<file path="config.mk">
export PLATFORM = sky130hd
export DESIGN_NAME = lz77_token_decoder_unit
export DESIGN_NICKNAME = d
export VERILOG_FILES = /design/src/lz_pkg.sv /design/src/lz_cell.sv /design/src/lz_ctrl.sv /design/src/lz77_token_decoder_unit.sv
export SDC_FILE = /design/constraint.sdc
export NUM_CORES = 1
export LEC_CHECK = 0
export BUFFER_PORTS_ARGS = -buffer_cell sky130_fd_sc_hd__clkbuf_2
export CORE_ASPECT_RATIO = 1.25
export CORE_MARGIN = 2
export CORE_UTILIZATION = 25
export CTS_BUF_LIST = sky130_fd_sc_hd__clkbuf_8
export DETAILED_ROUTE_END_ITERATION = 8
export PLACE_DENSITY = 0.38
export RECOVER_POWER = 25
export SLEW_MARGIN = 15
export SYNTH_ARGS = -nofsm -noshare
export SYNTH_HDL_FRONTEND = slang
export SYNTH_SLANG_ARGS = --single-unit
</file>
<file path="constraint.sdc">
create_clock -name clk -period 4.9 [get_ports clk]
set_input_delay 0.735 -clock clk [delete_from_list [all_inputs] [get_ports clk]]
set_output_delay 0.735 -clock clk [all_outputs]
set_load 0.05 [all_outputs]
</file>
<file path="src/lz_pkg.sv">
// ----------------------------------------------------------------------------
// lz_pkg
// Shared widths, item types, state codes and history chain control for the
// LZ77 token decoder.
// ----------------------------------------------------------------------------
package lz_pkg;

  localparam int HISTORY_DEPTH   = 16;
  localparam int MAX_COPY_LENGTH = 15;

  localparam int OFF_W  = 5;
  localparam int LEN_W  = 4;
  localparam int BYTE_W = 8;
  localparam int IDX_W  = $clog2(HISTORY_DEPTH);
  localparam int HELD_W = $clog2(HISTORY_DEPTH + 1);

  localparam logic [LEN_W-1:0]  MAX_LEN    = LEN_W'(MAX_COPY_LENGTH);
  localparam logic [HELD_W-1:0] HELD_FULL  = HELD_W'(HISTORY_DEPTH);

  typedef struct packed {
    logic [OFF_W-1:0]  back_offset;
    logic [LEN_W-1:0]  copy_length;
    logic [BYTE_W-1:0] literal_byte;
  } in_item_t;

  typedef struct packed {
    logic [BYTE_W-1:0] out_byte;
    logic              last_of_token;
    logic              bad_offset;
  } out_item_t;

  typedef struct packed {
    logic              shift;
    logic [BYTE_W-1:0] data;
    logic [IDX_W-1:0]  rd_idx;
  } hist_ctl_t;

  typedef enum logic [1:0] {
    ST_IDLE,
    ST_COPY,
    ST_LIT,
    ST_ERR
  } dec_state_t;

endpackage

</file>
<file path="src/lz_cell.sv">
// ----------------------------------------------------------------------------
// lz_cell
// One history byte. On a shift it takes d_in: the byte of its newer neighbor, or the new byte at the head.
// ----------------------------------------------------------------------------
module lz_cell (
  input  logic                     clk,
  input  logic                     shift,
  input  logic [lz_pkg::BYTE_W-1:0] d_in,
  output logic [lz_pkg::BYTE_W-1:0] q
);

  logic [lz_pkg::BYTE_W-1:0] byte_r;

  always_ff @(posedge clk) begin
    if (shift) begin
      byte_r <= d_in;
    end
  end

  assign q = byte_r;

endmodule

</file>
<file path="src/lz_ctrl.sv">
// ----------------------------------------------------------------------------
// lz_ctrl
// Token sequencer: checks the offset, steps through the copied run and the
// literal, drives the history chain and holds the output register.
// ----------------------------------------------------------------------------
module lz_ctrl (
  input  logic                      clk,
  input  logic                      rst_n,
  input  logic                      in_valid,
  output logic                      in_stall,
  input  lz_pkg::in_item_t          in_data,
  output logic                      out_valid,
  input  logic                      out_stall,
  output lz_pkg::out_item_t         out_data,
  output lz_pkg::hist_ctl_t         hist_ctl,
  input  logic [lz_pkg::BYTE_W-1:0] rd_byte
);

  lz_pkg::dec_state_t            state_r, state_nxt;
  logic [lz_pkg::OFF_W-1:0]      off_r, off_nxt;
  logic [lz_pkg::LEN_W-1:0]      cnt_r, cnt_nxt;
  logic [lz_pkg::BYTE_W-1:0]     lit_r, lit_nxt;
  logic [lz_pkg::HELD_W-1:0]     held_r, held_nxt;
  logic                          out_valid_r, out_valid_nxt;
  lz_pkg::out_item_t             out_data_r, out_data_nxt;

  logic                          accept;
  logic                          slot_free;
  logic [lz_pkg::LEN_W-1:0]      len_sat;
  logic                          bad;
  logic                          emit;
  lz_pkg::out_item_t             emit_item;
  logic                          push;
  logic [lz_pkg::OFF_W-1:0]      off_m1;

  assign accept    = in_valid && (state_r == lz_pkg::ST_IDLE);
  assign slot_free = !out_valid_r || !out_stall;
  assign len_sat   = (in_data.copy_length > lz_pkg::MAX_LEN) ? lz_pkg::MAX_LEN
                                                             : in_data.copy_length;
  assign bad       = (in_data.back_offset == '0) ||
                     (32'(in_data.back_offset) > 32'(held_r));
  assign off_m1    = off_r - lz_pkg::OFF_W'(1);

  always_comb begin
    state_nxt = state_r;
    unique case (state_r)
      lz_pkg::ST_IDLE: begin
        if (accept) begin
          if (len_sat == '0) begin
            state_nxt = lz_pkg::ST_LIT;
          end else if (bad) begin
            state_nxt = lz_pkg::ST_ERR;
          end else begin
            state_nxt = lz_pkg::ST_COPY;
          end
        end
      end
      lz_pkg::ST_COPY: begin
        if (slot_free && (cnt_r == lz_pkg::LEN_W'(1))) begin
          state_nxt = lz_pkg::ST_LIT;
        end
      end
      lz_pkg::ST_LIT, lz_pkg::ST_ERR: begin
        if (slot_free) begin
          state_nxt = lz_pkg::ST_IDLE;
        end
      end
      default: state_nxt = lz_pkg::ST_IDLE;
    endcase
  end

  always_comb begin
    emit      = 1'b0;
    push      = 1'b0;
    emit_item = '0;
    unique case (state_r)
      lz_pkg::ST_IDLE: begin
        emit = 1'b0;
      end
      lz_pkg::ST_COPY: begin
        emit               = slot_free;
        push               = slot_free;
        emit_item.out_byte = rd_byte;
      end
      lz_pkg::ST_LIT: begin
        emit                    = slot_free;
        push                    = slot_free;
        emit_item.out_byte      = lit_r;
        emit_item.last_of_token = 1'b1;
      end
      lz_pkg::ST_ERR: begin
        emit                    = slot_free;
        emit_item.last_of_token = 1'b1;
        emit_item.bad_offset    = 1'b1;
      end
      default: emit = 1'b0;
    endcase
  end

  always_comb begin
    off_nxt  = off_r;
    cnt_nxt  = cnt_r;
    lit_nxt  = lit_r;
    held_nxt = held_r;
    if (accept) begin
      off_nxt = in_data.back_offset;
      cnt_nxt = len_sat;
      lit_nxt = in_data.literal_byte;
    end
    if (push && (state_r == lz_pkg::ST_COPY)) begin
      cnt_nxt = cnt_r - lz_pkg::LEN_W'(1);
    end
    if (push && (held_r != lz_pkg::HELD_FULL)) begin
      held_nxt = held_r + lz_pkg::HELD_W'(1);
    end
  end

  always_comb begin
    out_valid_nxt = out_valid_r;
    out_data_nxt  = out_data_r;
    if (emit) begin
      out_valid_nxt = 1'b1;
      out_data_nxt  = emit_item;
    end else if (!out_stall) begin
      out_valid_nxt = 1'b0;
    end
  end

  always_ff @(posedge clk) begin
    if (!rst_n) begin
      state_r     <= lz_pkg::ST_IDLE;
      held_r      <= '0;
      out_valid_r <= 1'b0;
    end else begin
      state_r     <= state_nxt;
      held_r      <= held_nxt;
      out_valid_r <= out_valid_nxt;
    end
  end

  always_ff @(posedge clk) begin
    off_r      <= off_nxt;
    cnt_r      <= cnt_nxt;
    lit_r      <= lit_nxt;
    out_data_r <= out_data_nxt;
  end

  assign in_stall        = (state_r != lz_pkg::ST_IDLE);
  assign out_valid       = out_valid_r;
  assign out_data        = out_data_r;
  assign hist_ctl.shift  = push;
  assign hist_ctl.data   = emit_item.out_byte;
  assign hist_ctl.rd_idx = off_m1[lz_pkg::IDX_W-1:0];

endmodule

</file>
<file path="src/lz77_token_decoder_unit.sv">
// ----------------------------------------------------------------------------
// lz77_token_decoder_unit
// LZ77 token decoder. Each input item is one token (back offset, copy length,
// literal byte). The block emits the copied history bytes, oldest first, and
// then the literal, one result item per cycle. The literal carries
// last_of_token. A copy may overlap the bytes it produces.
// A token with nonzero copy length and a zero offset, or an offset beyond the
// bytes held, yields one result with bad_offset set and out_byte zero and
// leaves history unchanged. A token is registered into the sequencer state,
// and its first result is then registered into the output register. Each
// emitted copy or literal byte is shifted into the history cell chain.
// The input is stalled while a token is being expanded; the next token is
// taken as soon as its predecessor's last result sits in the output register.
// A stalled output holds its item and pauses the expansion.
// Reset empties the history count and the output register; history bytes
// themselves are not cleared.
// ----------------------------------------------------------------------------
module lz77_token_decoder_unit (
  input  logic              clk,
  input  logic              rst_n,
  input  logic              in_valid,
  output logic              in_stall,
  input  lz_pkg::in_item_t  in_data,
  output logic              out_valid,
  input  logic              out_stall,
  output lz_pkg::out_item_t out_data
);

  lz_pkg::hist_ctl_t         hist_ctl;
  logic [lz_pkg::BYTE_W-1:0] cell_q [lz_pkg::HISTORY_DEPTH];
  logic [lz_pkg::BYTE_W-1:0] rd_byte;

  lz_ctrl u_ctrl (
    .clk       (clk),
    .rst_n     (rst_n),
    .in_valid  (in_valid),
    .in_stall  (in_stall),
    .in_data   (in_data),
    .out_valid (out_valid),
    .out_stall (out_stall),
    .out_data  (out_data),
    .hist_ctl  (hist_ctl),
    .rd_byte   (rd_byte)
  );

  for (genvar i = 0; i < lz_pkg::HISTORY_DEPTH; i++) begin : g_cell
    if (i == 0) begin : g_head
      lz_cell u_cell (
        .clk   (clk),
        .shift (hist_ctl.shift),
        .d_in  (hist_ctl.data),
        .q     (cell_q[i])
      );
    end else begin : g_body
      lz_cell u_cell (
        .clk   (clk),
        .shift (hist_ctl.shift),
        .d_in  (cell_q[i-1]),
        .q     (cell_q[i])
      );
    end
  end

  assign rd_byte = cell_q[hist_ctl.rd_idx];

endmodule

</file>
# Yosys cells after proc, flatten, opt, wreduce, memory -nomap -nowiden
# Index checks and enable logic that the tools add are counted.
[totals]
reg_bits = 162
in_bits = 21
output_inout_bits = 12
elab_cells = 77
[op_classes]
add_sub_neg = 3
order_cmp = 3
eq_ne = 9
mux = 19
n_bitwise = 1
reduce_logical = 17
[op_table]
columns = ["cell", "n"]
rows = [
  ["$bmux 8 s4", 1],
  ["$mux 8", 2],
  ["$pmux 8 s2", 1],
  ["$mux 4", 3],
  ["$mux 2", 5],
  ["$ne 2x1->1 const B", 4],
  ["$sub 4x1->4 const B", 2],
  ["$pmux 2 s3", 1],
  ["$add 5x1->5 const B", 1],
  ["$ge 5x5->1 const B", 1],
  ["$gt 5x5->1", 1],
  ["$logic_not 5->1", 1],
  ["$mux 1", 5],
  ["$ne 5x5->1 const B", 1],
  ["$not 4->5", 1],
  ["$eq 2x2->1 const B", 2],
  ["$eq 4x1->1 const B", 1],
  ["$gt 4x4->1 const B", 1],
  ["$logic_and 1x1->1", 4],
  ["$logic_not 4->1", 1],
  ["$reduce_bool 2->1", 2],
  ["$reduce_or 2->1", 2],
  ["$reduce_and 3->1", 1],
  ["$reduce_or 3->1", 1],
  ["5 further kinds", 7],
]

# Depth between registers and ports, before layout
# Gate-level depths: netlist of run 1.
[logic_depth]
ltp_word = 6
ltp_mapped = 10
depth_no_buf = 7

# Hierarchy
# Synthesis of run 1 repeated with hierarchy kept, for this count alone.
[hier_totals]
hier_cells = 349
area_unflattened_um2 = 6641.4
[by_module_without_submodules]
columns = ["mod", "instances", "cells_per_inst", "area_each_um2", "seq_area_each_um2"]
rows = [
  ["lz_cell", 16, 8, 240.2, 240.2],
  ["lz_ctrl", 1, 151, 1764.2, 940.9],
  ["lz77_token_decoder_unit", 1, 70, 1033.5, 0.0],
]

# Worst setup path before layout of run 1
# No wires, ideal clock.
[synth_path]
path_type = "input -> register"
startpoint = "input port out_stall"
endpoint = "register u_ctrl.held_r[3] in the netlist's numbering"
setup_ps = 115
t_arrival_ps = 4546
required_time_ps = 4785
slack_ps = 239
stages = 5
n_path_buf = 0
path_cell_list = "nand2_1 -> and2_1 -> nand4_1 -> xnor2_1 -> and2_1"
[synth_between]
elab_chain_len = 4
[synth_rtl]
columns = ["item", "line", "rtl"]
rows = [
  ["start, declared", "lz77_token_decoder_unit.sv:25", "input logic out_stall,"],
  ["$logic_not 1->1", "lz_ctrl.sv:37", "assign slot_free = !out_valid_r || !out_stall;"],
  ["$logic_or 1x1->1", "lz_ctrl.sv:37", ""],
  ["$mux 1", "lz_ctrl.sv:76", "unique case (state_r)"],
  ["named net g_cell[0].g_head.u_cell.shift", "lz_cell.sv:7", "input logic shift,"],
  ["$logic_and 1x1->1", "lz_ctrl.sv:113", "if (push && (held_r != lz_pkg::HELD_FULL)) begin"],
  ["end signal, assigned", "lz_ctrl.sv:136", "held_r <= held_nxt;"],
  ["end, declared", "lz_ctrl.sv:23", "logic [lz_pkg::HELD_W-1:0] held_r, held_nxt;"],
]
# The timed path passes the listed nets, and every way through them passes these cells.
# A chain may end at the register's enable or synchronous reset.

# Worst setup path in the final report of run 1
[layout_path]
startpoint = "register u_ctrl.off_r[0] in the netlist's numbering"
endpoint = "register g_cell[0].g_head.u_cell.byte_r (netlist bit g_cell[0].g_head.u_cell.q[3]), data pin"
[layout_between]
elab_chain_len = 6
[layout_rtl]
columns = ["item", "line", "rtl"]
rows = [
  ["start, declared", "lz_ctrl.sv:20", "logic [lz_pkg::OFF_W-1:0] off_r, off_nxt;"],
  ["start signal, assigned", "lz_ctrl.sv:142", "off_r <= off_nxt;"],
  ["$sub 4x1->4", "lz_ctrl.sv:42", "assign off_m1 = off_r - lz_pkg::OFF_W'(1);"],
  ["$not 4->5 (not written as such)", "lz77_token_decoder_unit.sv:64", "assign rd_byte = cell_q[hist_ctl.rd_idx];"],
  ["$bmux 8 s4", "lz77_token_decoder_unit.sv:64", ""],
  ["$mux 8 (not written as such) (2 in series)", "lz77_token_decoder_unit.sv:64", ""],
  ["$pmux 8 s2", "lz_ctrl.sv:76", ""],
  ["named net g_cell[0].g_head.u_cell.d_in, one bit", "lz_cell.sv:8", "input logic [lz_pkg::BYTE_W-1:0] d_in,"],
  ["end signal, assigned", "lz_cell.sv:16", "byte_r <= d_in;"],
  ["end, declared", "lz_cell.sv:12", "logic [lz_pkg::BYTE_W-1:0] byte_r;"],
]
# The timed path passes the listed nets, and every way through them passes these cells. The select of a mux whose other input is x is not followed.

==> out/results.txt, run 1 <==
Die area: 27600 sq um
Core Region: 25900 sq um
Post-CTS Setup Bufs: 0
LEAKAGE: 2.53 nW
Post-CTS Hold Buffers: 0
Vias/cell: 4.36
R2R Setup Slk: 2.07 ns
Synth Register Bits: 162
Most frequent cells in the layout: 154 x edfxtp_1, 63 x nand2_1, 26 x clkbuf_2, 17 x mux2i_1, 17 x clkbuf_8
PnR worst setup slack: 2.07 ns
Cells on worst reg2reg path: 8
Ant. Diodes: 0
CTS resizes: 0
Pin count of the biggest net entering global routing: 83
Primary FF master, synth: edfxtp_1
Num CTS Buffers: 17
CTS tree: built
Row count: 66
Worst path arrival time: 3.01 ns
Die Y: 185 um
PwrDens: 702 nW/um^2
Post-synth top area share: 70.5%
Detailed-route via count: 3470
RSZ-0062 raised after global routing: false
Final Skew: 0.0140 ns
Max_slew headroom: 22.7%
Port Buffers: 32
Hold WC Path Type: reg -> reg
DRC: 0
Switch share: 34.8%
Detail Placement HPWL: 8890 um
Hold Slack: 0.440 ns
Routed wire length: 13700 um
RR Endpoint: g_cell[0].g_head.u_cell.q[3]
H-tree depth: 4
Crit end category: flop
Hold depth: 0
Fmax: 354 MHz
Post-synthesis net count: 437
Wire per inst: 17.2 um
Setup_tns: 0 ns
Cell area after layout: 7460 sq um
Post-synth ARST share: 0%
CTS max path bufs: 2
Outcome: completed
Seq/Total Area, Yosys: 72.9%
Syn Inst Count: 402
Startpoint Class: flop
Final setup fails: 0
Final-report hold violation count: 0
Hold Path Sink: g_cell[5].g_body.u_cell.q[4]
Seq pwr share: 55.4%
Share of layout cells above drive strength 1: 18.5%
Global-route wire length before repair: 21500 um
Synth Cell Area: 6560 sq um
CP max FO: 27
Setup CP Type: reg -> reg
Initial antenna violation count: 0
Net Sw Power: 1.82 mW
Avg Cell Area, Syn: 16.3 sq um
Placer Congestion: 0.732
Clock power frac: 16.5%
Hold Startpoint: g_cell[4].g_body.u_cell.q[4]
Initial DRC count: 204
Maxcap violations: 0
Tmin final: 2.83 ns
Worst-Skew Late Latency: 0.45 ns
Dominant cells by area after synthesis: edfxtp_1 70%, mux4_2 5.5%, nand2_1 3.6%, ha_1 2.7%, mux2i_1 2.6%
Initial core utilization: 25.3%
Synth area leader: edfxtp_1
Int Power: 3.42 mW
DP Area: 7130 sq um
Final Core Density: 28.8%
# IOs: 33
DR pass1 iterations: 4
Total congestion overflow: 0
Commonest non-fill, non-tap cell in the layout: edfxtp_1
R2R Path Start: u_ctrl.off_r[0]
Area Growth Syn to Fin: 13.7%
Clock sinks: 162
Antenna viol nets, final: 0
Worst VDD drop: 0.629 mV
Final nets: 479
Vias in the first global route: 3622
GRT Overall Usage: 10.6%
Ys Warns: 0
Count of different cell masters after synthesis: 46
Clk slew on worst S/H paths: 0.08 ns
EDFF count, synth: 154
Worst slew pin tran: 1.16 ns
Pre-CTS WS: 2.04 ns
Fin crit share: 57.7%
Combinational share of power: 28.1%
Worst EP required: 5.08 ns
Die Width: 149 um
Final Max Slew Viols: 0
Clk root buf: clkbuf_8
-- cells in the mapped netlist (2+ instances only) --
| cell type | number |
|---|---|
| xnor2_1 | 6 |
| a21o_1 | 2 |
| o211ai_1 | 7 |
| nor3_1 | 2 |
| and2_1 | 8 |
| a32oi_1 | 8 |
| nor2_1 | 8 |
| nand3_1 | 15 |
| inv_1 | 15 |
| a21oi_1 | 5 |
| ha_1 | 14 |
| buf_6 | 2 |
| mux4_2 | 16 |
| buf_4 | 2 |
| nand2_1 | 63 |
| buf_2 | 4 |
| mux2i_1 | 17 |
| xnor2_2 | 2 |
| nor2b_1 | 3 |
| nand4_1 | 9 |
| clkbuf_1 | 5 |
| dfxtp_1 | 8 |
| and3_1 | 3 |
| nand2b_1 | 2 |
| a221oi_1 | 2 |
| edfxtp_1 | 154 |
-- layout make-up --
cell class              instances  area [sq um]
well taps                     340           425
inverters                      15          56.3
repair buffers                 38           210
fillers                      2673         18500
flip-flops and latches        162          4780
multi-input cells             210          1650
clock inverters                13          97.6
clock buffers                  17           234
-- state kept, by name (all words and copies together) (netlist names) --
name	cells
u_ctrl.lit_r	8
u_ctrl.out_valid	1
u_ctrl.out_data	10
g_cell.g_body.u_cell.q	120
u_ctrl.cnt_r	4
u_ctrl.off_r	4
u_ctrl.held_r	5
u_ctrl.state_r	2
g_cell.g_head.u_cell.q	8
-- critical path: stages, from the launching register on --
cell and delay (ns):
edfxtp_1 0.39, inv_1 0.10, ha_1 0.32, xor2_4 0.83
buf_4 0.35, mux2i_1 0.20, a32oi_1 0.07, nand4_1 0.16
o211ai_1 0.12
-- metal layers --
metal	global-route usage, %	wire length, um	vias to the layer above
li1	-	-	1618
met1	13.4	6230	1772
met2	17.3	6760	68
met3	2.88	480	12
met4	4.34	186	0
met5	0	0	-
-- power groups by stage --
| stage | Sequential [mW] | Combinational, mW | Clock (mW) |
|---|---|---|---|
| after floorplan | 3.00 | 0.937 | 0 |
| after global placement | 2.93 | 1.49 | 0 |
| after detailed placement | 2.93 | 1.51 | 0 |
| after CTS | 2.92 | 1.51 | 0.905 |
| after global routing | 2.99 | 1.62 | 0.958 |
| final | 2.90 | 1.47 | 0.867 |
-- worst max path at each step --
| stage | to | from | slack, ns | cells after the start |
|---|---|---|---|---|
| after floorplan | u_ctrl.held_r[3] | out_stall | 0.24 | 5 |
| after global placement | g_cell[0].g_head.u_cell.q[1] | u_ctrl.off_r[0] | 2.13 | 8 |
| after detailed placement | g_cell[0].g_head.u_cell.q[3] | u_ctrl.off_r[0] | 2.04 | 8 |
| after CTS | g_cell[0].g_head.u_cell.q[3] | u_ctrl.off_r[0] | 2.03 | 8 |
| after global routing | g_cell[0].g_head.u_cell.q[3] | u_ctrl.off_r[1] | 1.90 | 8 |
| final | g_cell[0].g_head.u_cell.q[3] | u_ctrl.off_r[0] | 2.07 | 8 |
-- per-stage QoR --
stage | power (mW) | std cells
5_1_grt | 5.58 | 795
4_1_cts | 5.33 | 795
3_5_place_dp | 4.44 | 765
6_report | 5.24 | 795
2_1_floorplan | 3.94 | 402
3_3_place_gp | 4.42 | 765
-- logic make-up after synthesis --
kind of cell,share of synthesized area [%]
simple gates,8.75
compound gates,3.87
flops,72.9
fa+ha+maj,2.67
mux,8.09
xor+xnor,1.54
buf+inv,2.15
No activity file was read; power rests on OpenSTA's default activity.
==> run 2: changes to the inputs <==
- PLACE_DENSITY: 0.38 -> 0.36
- clock period: 4.9 -> 2.8 ns (I/O delays scaled with it)
==> run 2 against run 1 <==
Worst setup slack got worse by 1.7 ns. First-iteration DRC count increased by 26%. Combinational power increased by 84%. Highest routed layer unchanged. Final area increased by 1.8%. Critical endpoint is now g_cell[0].g_head.u_cell.q[2].
==> out/results.txt, run 2 (synthesis gave the netlist of run 1 again) <==
Share of layout cells above drive strength 1: 20.6%
Die Y: 185 um
Clk slew on worst S/H paths: 0.09 ns
Ant. Diodes: 0
R2R Setup Slk: 0.40 ns
Global-route wire length before repair: 21700 um
Core Region: 25900 sq um
Num CTS Buffers: 17
Outcome: completed
Largest register FFs: 120
Row count: 66
Detail Placement HPWL: 9140 um
Final Skew: 0.0131 ns
Worst path arrival time: 2.67 ns
CTS max path bufs: 2
Setup CP Type: reg -> reg
Antenna viol nets, final: 0
LEAKAGE: 2.61 nW
PwrDens: 1250 nW/um^2
Die area: 27600 sq um
Final setup fails: 0
Detailed-route via count: 3460
Fmax: 416 MHz
Vias in the first global route: 3706
Routed wire length: 13900 um
RSZ-0062 raised after global routing: false
Delay of the slowest critical-path stage: 0.65 ns
Final Max Slew Viols: 0
Worst-path cell chain: inv_1 > ha_1 > xnor2_2 > buf_4 > nand2_1 > a32oi_1 > nand4_1 > o211ai_1
Most frequent cells in the layout: 154 x edfxtp_1, 63 x nand2_1, 26 x clkbuf_2, 17 x mux2i_1, 17 x clkbuf_8
H-tree depth: 4
Clk root buf: clkbuf_8
Final-report hold violation count: 0
Wire per inst: 17.3 um
Final nets: 487
GRT Overall Usage: 10.8%
Worst slew pin tran: 0.753 ns
# IOs: 33
CTS resizes: 0
Post-CTS Setup Bufs: 0
DRC: 0
Fin crit share: 85.8%
Maxcap violations: 0
Post-CTS Hold Buffers: 0
Startpoint Class: flop
Hold Slack: 0.144 ns
Clock sinks: 162
Setup_tns: 0 ns
DR pass1 iterations: 4
Total congestion overflow: 0
Worst VDD drop: 0.478 mV
Tmin final: 2.40 ns
CP max FO: 14
Die Width: 149 um
Initial antenna violation count: 0
Placer Congestion: 0.740
Hold WC Path Type: in -> reg
Initial core utilization: 25.3%
Max_slew headroom: 49.5%
Port Buffers: 32
Area Growth Syn to Fin: 15.7%
Initial DRC count: 258
Commonest non-fill, non-tap cell in the layout: edfxtp_1
Worst-Skew Late Latency: 0.45 ns
CTS tree: built
Highest-delay cell along the critical path: xnor2_2
Pin count of the biggest net entering global routing: 49
Vias/cell: 4.30
Worst EP required: 3.07 ns
Crit end category: flop
[run 2: changes by cell type in the layout (fill, tap and decap cells not counted), sizes merged]
cell | before | now
clkinv | 7 | 5
buf | 6 | 14
clkinvlp | 3 | 1
inv | 17 | 23
[run 2: per-stage QoR]
step           util (%)  power (mW)  worst slack [ns]  area (sq um)  instances
6_report           29.3        9.46             0.398          7590        805
3_5_place_dp       27.8        7.90             0.367          7220        773
5_1_grt            29.3        10.1            0.0906          7590        805
3_3_place_gp       27.8        7.89             0.408          7220        773
4_1_cts            29.3        9.63             0.336          7600        805
2_1_floorplan         -        6.78             0.372          6560        402
[run 2: report_power, final]
group | internal [mW] | switching, mW | leakage [nW] | total [mW]
registers | 4.47 | 0.602 | 1.53 | 5.08
clock network | 0.728 | 0.951 | 0.192 | 1.68
logic | 0.914 | 1.80 | 0.882 | 2.71
[run 2: final timing paths]
kind                                startpoint                            to  cells past startpoint
setup / recovery               u_ctrl.off_r[0]  g_cell[0].g_head.u_cell.q[2]                      8
hold / removal                      in_data[1]               u_ctrl.lit_r[1]                      1
setup reg to reg               u_ctrl.off_r[0]  g_cell[0].g_head.u_cell.q[2]                      8
hold reg to reg   g_cell[6].g_body.u_cell.q[2]  g_cell[7].g_body.u_cell.q[2]                      0
[run 2: final cells by class]
type / count / area [sq um]
Tap cell: 340 / 425
Sequential cell: 162 / 4780
Timing Repair Buffer: 46 / 295
Clock buffer: 17 / 234
Clock inverter: 15 / 145
Fill cell: 2626 / 18300
Multi-Input combinational cell: 210 / 1650
Inverter: 15 / 56.3
[run 2: metal layers]
| metal | routed length, um | track usage [%] | vias up |
|---|---|---|---|
| li1 | - | - | 1641 |
| met1 | 6300 | 13.5 | 1728 |
| met2 | 6820 | 17.2 | 68 |
| met3 | 441 | 2.78 | 23 |
| met4 | 353 | 5.60 | 0 |
| met5 | 0 | 0 | - |
[run 2: critical path: cells and delay by family, from the launching register on]
family	cells	cell delay (ns)
XOR/XNOR	1	0.65
buffers and inverters	2	0.39
flip-flops	1	0.35
AO/OA/AOI/OAI	2	0.35
adder cells (fa/ha/maj)	1	0.29
AND/OR/NAND/NOR	2	0.20
==> run 3: changes to the inputs <==
- CTS_CLUSTER_DIAMETER: unset -> 120
- SETUP_SLACK_MARGIN: unset -> 0.5
==> run 3 against run 2 <==
Sequential power about the same. Clock skew down 0.0015 ns. Flip-flop and latch count unchanged. Register-to-register slack better by 0.23 ns. Utilization is 0.39 points higher. Worst setup slack improved by 0.23 ns. Final area grew 1.3%. Total power up 2.1%. Critical path depth is 1 lower. Combinational power rose by 3%. Non-clock buffer count increased by 4. Critical path type unchanged. Largest cell class unchanged.
==> out/results.txt, run 3 (synthesis gave the netlist of run 1 again) <==
Vias in the first global route: 3757
Maxcap violations: 0
Final Instance Count excl. Fillers: 807
Outcome: completed
RSZ-0062 raised after global routing: false
Ant. Diodes: 0
Setup_tns: 0 ns
Die area: 27600 sq um
Post-CTS Hold Buffers: 0
Worst-Skew Late Latency: 0.46 ns
CP max FO: 16
Routed wire length: 13900 um
Die Width: 149 um
Cell area after layout: 7690 sq um
Wire per inst: 17.2 um
Final setup fails: 0
Core Region: 25900 sq um
Final nets: 491
Worst-path cell chain: inv_1 > ha_2 > buf_12 > and2_1 > nand3_1 > nand4_1 > o211ai_1
Final Max Slew Viols: 0
Num CTS Buffers: 17
Worst VDD drop: 0.625 mV
GRT Overall Usage: 10.9%
Placer Congestion: 0.751
Hold WC Path Type: in -> reg
Initial antenna violation count: 0
Global-route wire length before repair: 22100 um
Highest-delay cell along the critical path: ha_2
Share of layout cells above drive strength 1: 21.8%
Initial core utilization: 25.3%
Clk root buf: clkbuf_8
Row count: 66
Tmin final: 2.17 ns
H-tree depth: 4
LEAKAGE: 2.65 nW
CTS tree: built
Pin count of the biggest net entering global routing: 53
Crit end category: flop
Largest register FFs: 120
Antenna viol nets, final: 0
Detail Placement HPWL: 9000 um
DRC: 0
Die Y: 185 um
# IOs: 33
DR pass1 iterations: 4
PwrDens: 1260 nW/um^2
Detailed-route via count: 3565
Placed insts: 771
Final Skew: 0.0115 ns
Fmax: 461 MHz
Port Buffers: 32
Delay of the slowest critical-path stage: 0.43 ns
Vias/cell: 4.42
Worst slew pin tran: 0.660 ns
Pre-CTS WS: 0.295 ns
Most frequent cells in the layout: 154 x edfxtp_1, 63 x nand2_1, 26 x clkbuf_2, 17 x mux2i_1, 17 x clkbuf_8
R2R Setup Slk: 0.63 ns
Pwr Total: 9.66 mW
Final-report hold violation count: 0
Startpoint Class: flop
Area Growth Syn to Fin: 17.2%
Hold Slack: 0.136 ns
Initial DRC count: 214
CTS max path bufs: 2
DP Area: 7230 sq um
PnR worst setup slack: 0.629 ns
Final Core Density: 29.7%
Clock sinks: 162
Clk slew on worst S/H paths: 0.09 ns
Fin crit share: 77.5%
Worst EP required: 2.98 ns
Worst path arrival time: 2.35 ns
Total congestion overflow: 0
Max_slew headroom: 56.0%
Commonest non-fill, non-tap cell in the layout: edfxtp_1
Setup CP Type: reg -> reg
-- run 3: final timing paths --
path	depth (start not counted)	start	end
max	7	u_ctrl.off_r[1]	u_ctrl.out_data[4]
min	1	in_data[6]	u_ctrl.lit_r[6]
max reg2reg	7	u_ctrl.off_r[1]	u_ctrl.out_data[4]
min reg2reg	0	g_cell[3].g_body.u_cell.q[7]	g_cell[4].g_body.u_cell.q[7]
-- run 3: per-layer routing --
layer | up-vias | wire, um | part of all wire (%) | track usage (%)
li1 | 1651 | - | - | -
met1 | 1801 | 6510 | 47 | 14.4
met2 | 89 | 6550 | 47 | 16.7
met3 | 24 | 502 | 3.6 | 2.86
met4 | 0 | 337 | 2.4 | 4.95
met5 | - | 0 | 0 | 0
-- run 3: cell type report --
cell class,instances,area (sq um)
fill,2614,18200
sequential,162,4790
multi-input combinational,210,1680
tap,340,425
timing repair buffer,50,338
clock buffer,17,234
clock inverter,13,170
inverter,15,56.3
-- run 3: critical path, delay by kind of cell (launching register included) --
kind	cells	cell delay (ns)
flops	1	0.37
buf+inv	2	0.26
simple gates	3	0.68
fa+ha+maj	1	0.43
compound gates	1	0.13
-- run 3: where the power goes --
part           switching (mW)  total (mW)  internal (mW)  leakage (nW)
Combinational            1.82        2.80          0.976         0.906
Sequential              0.590        5.07           4.48          1.53
Clock                   0.850        1.80          0.949         0.208
-- run 3: repair_timing --
item | 4_1_cts | 5_1_grt
setup buffers | 1 | 5
pin swaps | 1 | 1
gates resized for setup | 1 | 2
endpoints found under the setup margin | 16 | 14
cloned | 0 | 0
